### config.mk
export PLATFORM = sky130hd
export DESIGN_NAME = fdre_ctrl
export DESIGN_NICKNAME = d
export VERILOG_FILES = /design/src/fdre_pkg.sv /design/src/fdre_ctrl.sv
export SDC_FILE = /design/constraint.sdc
export NUM_CORES = 1
export LEC_CHECK = 0
export BUFFER_PORTS_ARGS = -buffer_cell sky130_fd_sc_hd__buf_2
export CAP_MARGIN = 20
export CORE_MARGIN = 5
export CORE_UTILIZATION = 47
export DETAILED_ROUTE_END_ITERATION = 10
export PLACE_DENSITY = 0.77
export SYNTH_ARGS = -nofsm -noshare
export SYNTH_HDL_FRONTEND = slang
export SYNTH_SLANG_ARGS = --single-unit
export TNS_END_PERCENT = 30
### constraint.sdc
create_clock -name aclk -period 1.5 [get_ports aclk]
set_input_delay 0.075 -clock aclk [delete_from_list [all_inputs] [get_ports aclk]]
set_output_delay 0.075 -clock aclk [all_outputs]
set_load 0.01 [all_outputs]
### src/fdre_pkg.sv
// Shared types and constants of the frame delta run-length encoder.
// Used by fdre_ctrl, fdre_datapath and frame_delta_rle_encoder_top; depends on nothing.
`default_nettype none

package fdre_pkg;

    // Width of the frame size register, and of the changed-pixel counter.
    localparam int FP_W = 22;

    // Run value that marks a run of unchanged pixels.
    localparam logic [15:0] SKIP_MARK = 16'hFFFF;

    // Prefix of every length byte (10xxxxxx); six length bits follow it.
    localparam logic [1:0] LEN_TAG = 2'b10;
    localparam int         LEN_GROUP_W = 6;

    // Reset value of the frame size register and saturation limit of the count.
    localparam logic [FP_W-1:0] FRAME_PIXELS_RESET = 22'd2097152;
    localparam logic [FP_W-1:0] COUNT_MAX = 22'h3FFFFF;

    // Commands from the controller to the datapath.
    typedef struct packed {
        logic load_pixel;   // capture the pixel and read its reference entry
        logic restart;      // clear reference fill, position, run and count
        logic compare;      // compare with the reference, update the entry
        logic append;       // extend or open the run with the pixel's value
        logic advance;      // step to the next pixel position
        logic flush_start;  // load the length shifter from the run length
        logic emit_len;     // send one length group
        logic emit_hi;      // send the colour high byte, update the count
        logic emit_lo;      // send the low byte and close the run
        logic item_last;    // the byte sent now is the last one of the item
        logic end_frame;    // the byte sent now closes the frame
        logic frame_done;   // clear position, run and count after the frame
    } cmd_t;

    // Status from the datapath to the controller.
    typedef struct packed {
        logic need_flush;   // the open run ends before this pixel
        logic last;         // the current position is the frame's last pixel
        logic len_needed;   // the open run sends its length first
        logic run_colour;   // the open run is a colour run
        logic len_done;     // the length group in the shifter is the last one
        logic out_free;     // the output register can take a byte this cycle
    } status_t;

endpackage

`default_nettype wire

### src/fdre_ctrl.sv
// Controller of the frame delta run-length encoder: sequences pixel compare,
// run append and the byte flush of a run. Uses fdre_pkg; drives fdre_datapath.
`default_nettype none

module fdre_ctrl (
    input  wire logic              aclk,
    input  wire logic              aresetn,
    input  wire logic              s_tvalid,
    output logic                   s_tready,
    input  wire logic              s_kind,
    input  wire fdre_pkg::status_t status,
    output fdre_pkg::cmd_t         cmd
);

    typedef enum logic [6:0] {
        S_IDLE   = 7'b0000001,
        S_CMP    = 7'b0000010,
        S_APPEND = 7'b0000100,
        S_FSTART = 7'b0001000,
        S_FLEN   = 7'b0010000,
        S_FHI    = 7'b0100000,
        S_FLO    = 7'b1000000
    } state_t;

    state_t state_reg, state_next;
    // Low: flushing the run that this pixel ends. High: flushing the frame's final run.
    logic   final_reg, final_next;
    logic   accept;

    assign s_tready = (state_reg == S_IDLE);
    assign accept   = s_tvalid && s_tready;

    always_comb begin
        state_next = state_reg;
        final_next = final_reg;
        cmd        = '0;

        case (state_reg)
            S_IDLE: begin
                if (accept) begin
                    if (s_kind) begin
                        cmd.restart = 1'b1;
                    end else begin
                        cmd.load_pixel = 1'b1;
                        state_next     = S_CMP;
                    end
                end
            end
            S_CMP: begin
                cmd.compare = 1'b1;
                if (status.need_flush) begin
                    final_next = 1'b0;
                    state_next = S_FSTART;
                end else begin
                    cmd.append = 1'b1;
                    if (status.last) begin
                        final_next = 1'b1;
                        state_next = S_FSTART;
                    end else begin
                        cmd.advance = 1'b1;
                        state_next  = S_IDLE;
                    end
                end
            end
            S_APPEND: begin
                cmd.append = 1'b1;
                if (status.last) begin
                    final_next = 1'b1;
                    state_next = S_FSTART;
                end else begin
                    cmd.advance = 1'b1;
                    state_next  = S_IDLE;
                end
            end
            S_FSTART: begin
                cmd.flush_start = 1'b1;
                state_next      = status.len_needed ? S_FLEN : S_FHI;
            end
            S_FLEN: begin
                if (status.out_free) begin
                    cmd.emit_len = 1'b1;
                    if (status.len_done) begin
                        state_next = status.run_colour ? S_FHI : S_FLO;
                    end
                end
            end
            S_FHI: begin
                if (status.out_free) begin
                    cmd.emit_hi = 1'b1;
                    state_next  = S_FLO;
                end
            end
            S_FLO: begin
                if (status.out_free) begin
                    cmd.emit_lo   = 1'b1;
                    cmd.item_last = final_reg || !status.last;
                    cmd.end_frame = final_reg;
                    if (final_reg) begin
                        cmd.frame_done = 1'b1;
                        state_next     = S_IDLE;
                    end else begin
                        state_next = S_APPEND;
                    end
                end
            end
            default: begin
                state_next = S_IDLE;
            end
        endcase
    end

    always_ff @(posedge aclk) begin
        if (!aresetn) begin
            state_reg <= S_IDLE;
            final_reg <= 1'b0;
        end else begin
            state_reg <= state_next;
            final_reg <= final_next;
        end
    end

    // A byte is only produced when the output register can take it.
    a_emit_needs_room: assert property (@(posedge aclk) disable iff (!aresetn)
        (cmd.emit_len || cmd.emit_hi || cmd.emit_lo) |-> status.out_free)
        else $error("byte produced while the output register is occupied");

    // An accepted pixel is compared in the very next cycle.
    a_pixel_to_compare: assert property (@(posedge aclk) disable iff (!aresetn)
        (s_tvalid && s_tready && !s_kind) |=> (state_reg == S_CMP))
        else $error("accepted pixel did not reach the compare step");

    // The byte that closes a frame also closes its item and clears the run state.
    a_frame_end_closes: assert property (@(posedge aclk) disable iff (!aresetn)
        cmd.end_frame |-> (cmd.item_last && cmd.frame_done && cmd.emit_lo))
        else $error("frame end not marked as the item's final low byte");

    // A pixel that neither ends a run nor the frame returns from the compare step straight to idle, freeing the input.
    a_quiet_pixel_rate: assert property (@(posedge aclk) disable iff (!aresetn)
        (state_reg == S_CMP && !status.need_flush && !status.last) |=> s_tready)
        else $error("pixel without output did not finish in two cycles");

endmodule

`default_nettype wire

# == After elaboration in Yosys (flattened, before gate mapping) ==
# Index checks and enable logic that the tools add are counted.
# Widths: inputs -> output; s select.
# totals
ff_bits,8
in_bits,10
output_inout_bits,13
word_cells,50
# classes
n_eq_ne,13
muxes,30
reduce_logical,5
# ops
operator,n
$mux 7,7
$pmux 7 s7,1
$mux 4,4
$mux 1,11
$ne 2x2->1 const B,5
$eq 7x1->1 const B,1
$eq 7x2->1 const B,1
$eq 7x3->1 const B,1
$eq 7x4->1 const B,1
$eq 7x5->1 const B,1
$eq 7x6->1 const B,1
$eq 7x7->1 const B,1
$mux 2,3
$mux 6,1
$reduce_and 6->1,1
$pmux 2 s2,1
$mux 3,1
$ne 2x1->1 const B,1
$pmux 1 s2,1
$reduce_bool 2->1,1
$logic_and 1x1->1,1
$logic_not 1->1,1
$logic_or 1x1->1,1

# == Logic depth before layout (Yosys ltp) ==
# logic_depth
word_depth,4
mapped_depth,6
depth_no_buf,6

# == Worst setup path before layout ==
# No wires, ideal clock.
# synth_timing
path_kind,register to register
from,register state_reg[6]
to,register state_reg[0]
setup_ps,137
t_arrival_ps,1237
path_slack_ps,125
path_stages_with_launch,6
path_buffers,0
cell_sequence,dfxtp_1 nor4_4 and4bb_4 a311oi_1 a21oi_1 o221ai_1
# synth_via
elab_chain_cells,4
# synth_lines
item,line,source
"start, declared",fdre_ctrl.sv:25,"state_t state_reg, state_next;"
"start signal, assigned",fdre_ctrl.sv:117,state_reg <= state_next;
$eq 7x1->1,"fdre_ctrl.sv:30, fdre_ctrl.sv:38",
$logic_and 1x1->1,fdre_ctrl.sv:31,assign accept = s_tvalid && s_tready;
$ne 2x1->1 (no line),-,
$reduce_and 6->1 (no line),-,
# Several ways; a longest one is shown, not always the timed one.
# A chain may end at the register's enable or synchronous reset.

==> metrics.txt <==
status=finished with violations; failing checks=setup timing; Vias=722; First-pass DRT Iterations=4; area of the multi-input gates=503.0 sq um; CTS buffer count=3; RSZ-0062 raised after global routing=true; main combinational cell family by area after synthesis=simple AND/OR/NAND/NOR gates; Vias/cell=5.730; gpl congestion=0.8358; Syn Nets=89; Setup-failing EPs final=10; ANT nets after route=0; Max-Cap Viols=0; Ant. Diodes=0; hold bufs inserted after CTS=0; die area=0.002151 sq mm; Tmin final=1.603 ns; CTS Sinks=8; Clock Power Share=31.0%; Compound-Gate Fraction of Synth Area=22.13%; register area=175.2 sq um; Core Footprint=0.001269 sq mm; EDFF count, synth=0; # rows=13; leakage power=0.4193 nW; Fin. Hold Viols=0; area of the mapped netlist=621.8 sq um; root buf cell=clkbuf_4; synthesized flop and latch total=8; Initial Utilization=49.01%; nets@finish=123; total gr overflow=0; Tightest Pin Transition=0.3577 ns; Reg2Reg Setup Slack=-0.10 ns; HPWL after detailed placement=1.320 mm; Main synth FF type=dfxtp_1; setup ws final=-0.1027 ns; GRT Total Usage=19.35%; post-synth top area share=25.75%; CTS H-tree depth=1; register area share after synthesis=25.75%; chip height=46.38 microns; yosys warns=0; wire length per cell=15.10 microns; die width=46.38 microns; Largest register FFs=7; clock skew=0.0006210 ns; Cell variety after synth=34; largest net degree at the start of global routing=10; Max clock buf depth=2; CP Class=reg -> out; Startpoint Class=flop; Avg Inst Size Synth=7.871 sq um; CTS tree=built; Slew HR=76.10%; initial antenna violation count=0; layout cell share with drive strength beyond 1=53.15%; first-pass GRT wire length=2.911 mm; Max rail drop VDD=0.5881 mV; Placed Area=750.7 sq um; Net Sw Frac=29.17%; fmax=0.6239 GHz; total net switching power=0.0001598 W; worst endpoint data arrival time=1.53 ns; vias in the first global route=668; synth-to-layout area growth=49.50%; Finished Cell Area=929.6 sq um; crit path max fanout=6; Pwr Density=589.3 mW/mm^2; async set-reset flop share out of synthesis=0%; critical path capture point type=output port; combinational power share=28.2%; hold crit path type=in -> reg; worst endpoint required time=1.42 ns; top cells by area, synth=dfxtp_1 26%, nor2_1 5.4%, nand2_1 4.2%; Slew Viols, Final=0; port bufs=22; worst skew pair latency=0.26 ns; crit share post-route=106.8%; Post-Synth XOR/XNOR Area=0%; Synth Instances=79; leading area contributor after synthesis=dfxtp_1; Post-Synth Adder-Cell Area=0%; Power Internal=0.0003880 W; simple-gate share of the synthesized area=46.28%; DR iter-0 viols=32; total power=0.0005478 W; num ports=23; drt drc=0; mux contribution to synthesized area=1.610%; Fill cells=101; CTS clk-pin slew, worst paths=0.06 ns; Sequential Power Share=40.8%; Post-Route WL=1.902 mm
[final timing paths]
path	to	from	cells after the start
setup / recovery	cmd[6]	state_reg[1]	4
setup reg to reg	state_reg[0]	state_reg[1]	6
hold reg to reg	state_reg[5]	state_reg[5]	2
hold / removal	state_reg[4]	status[3]	3
[power by group through the flow]
stage	Combinational, W	Clock (W)	Sequential, W
6_report	0.000155	0.000170	0.000223
5_1_grt	0.000168	0.000182	0.000224
4_1_cts	0.000111	0.000169	0.000223
2_1_floorplan	0.0000612	0	0.000226
3_3_place_gp	0.0000942	0	0.000228
3_5_place_dp	0.0000986	0	0.000227
[layer usage]
metal	GRT usage, %	vias up	routed length, microns
met5	0	-	0
met4	10.80	0	38
met3	4.688	6	108
met2	30.22	29	931
met1	23.95	335	822
li1	-	352	-
[per-stage QoR]
| stage | setup WS, ns | hold slack, ns | TNS (ns) | util, % | instances |
|---|---|---|---|---|---|
| 2_1_floorplan | 0.1254 | 0.1536 | 0 | - | 79 |
| 3_3_place_gp | 0.02505 | 0.3374 | 0 | 59.17 | 116 |
| 3_5_place_dp | -0.02717 | 0.3328 | -0.05494 | 59.17 | 116 |
| 4_1_cts | -0.06208 | 0.05916 | -0.2365 | 65.48 | 122 |
| 5_1_grt | -0.1932 | 0.08376 | -1.547 | 73.27 | 126 |
| 6_report | -0.1027 | 0.06379 | -0.5980 | 73.27 | 126 |
[critical path: stages (launching register included)]
cell and delay, ns:
dfxtp_4 0.36, nor4_4 0.35, buf_4 0.18, and4bb_4 0.25, buf_2 0.13
[cells in the final DEF, fill, tap and decap left out, types with 3 or more instances in the layout]
| cell | instances |
|---|---|
| a21oi_1 | 3 |
| and3_1 | 3 |
| buf_2 | 19 |
| buf_4 | 8 |
| buf_6 | 3 |
| clkbuf_4 | 3 |
| dfxtp_2 | 3 |
| dfxtp_4 | 3 |
| inv_1 | 4 |
| nand2_1 | 6 |
| nand2b_1 | 4 |
| nor2_1 | 6 |
| nor2_2 | 4 |
| nor2b_1 | 3 |
| o21ai_1 | 3 |
[cells by family (layout without fill, tap and decap cells)]
kind of cell | after synthesis | in the layout
muxes | 1 | 1
AOI/OAI and AO/OA | 19 | 19
DFF | 8 | 8
and+or+nand+nor | 45 | 45
buffers and inverters | 6 | 38
[cells in the mapped netlist, types with 2 or more instances]
| cell | instances |
|---|---|
| nor2b_1 | 3 |
| and2b_1 | 2 |
| o21ai_1 | 2 |
| o22ai_1 | 2 |
| nand2b_1 | 4 |
| nor3_1 | 2 |
| and4_1 | 2 |
| and3_1 | 4 |
| nand3_1 | 2 |
| inv_1 | 4 |
| nand2_1 | 7 |
| a21oi_1 | 3 |
| and2_1 | 4 |
| o21ai_0 | 3 |
| dfxtp_1 | 8 |
| nor2_1 | 9 |
[area by class of cell]
cell class | count | area share [%]
timing repair buffer | 30 | 20.32
inverter | 5 | 2.288
clock buffer | 3 | 2.423
multi-input combinational | 65 | 54.10
sequential | 8 | 18.84
tap | 15 | 2.019
[timing repair]
item / in CTS / in global routing
pin swaps: 8 / 5
buffers inserted: 3 / 4
resized for setup: 12 / 17
endpoints found under the setup margin: 12 / 18
Power figures use the tool's default switching activity.
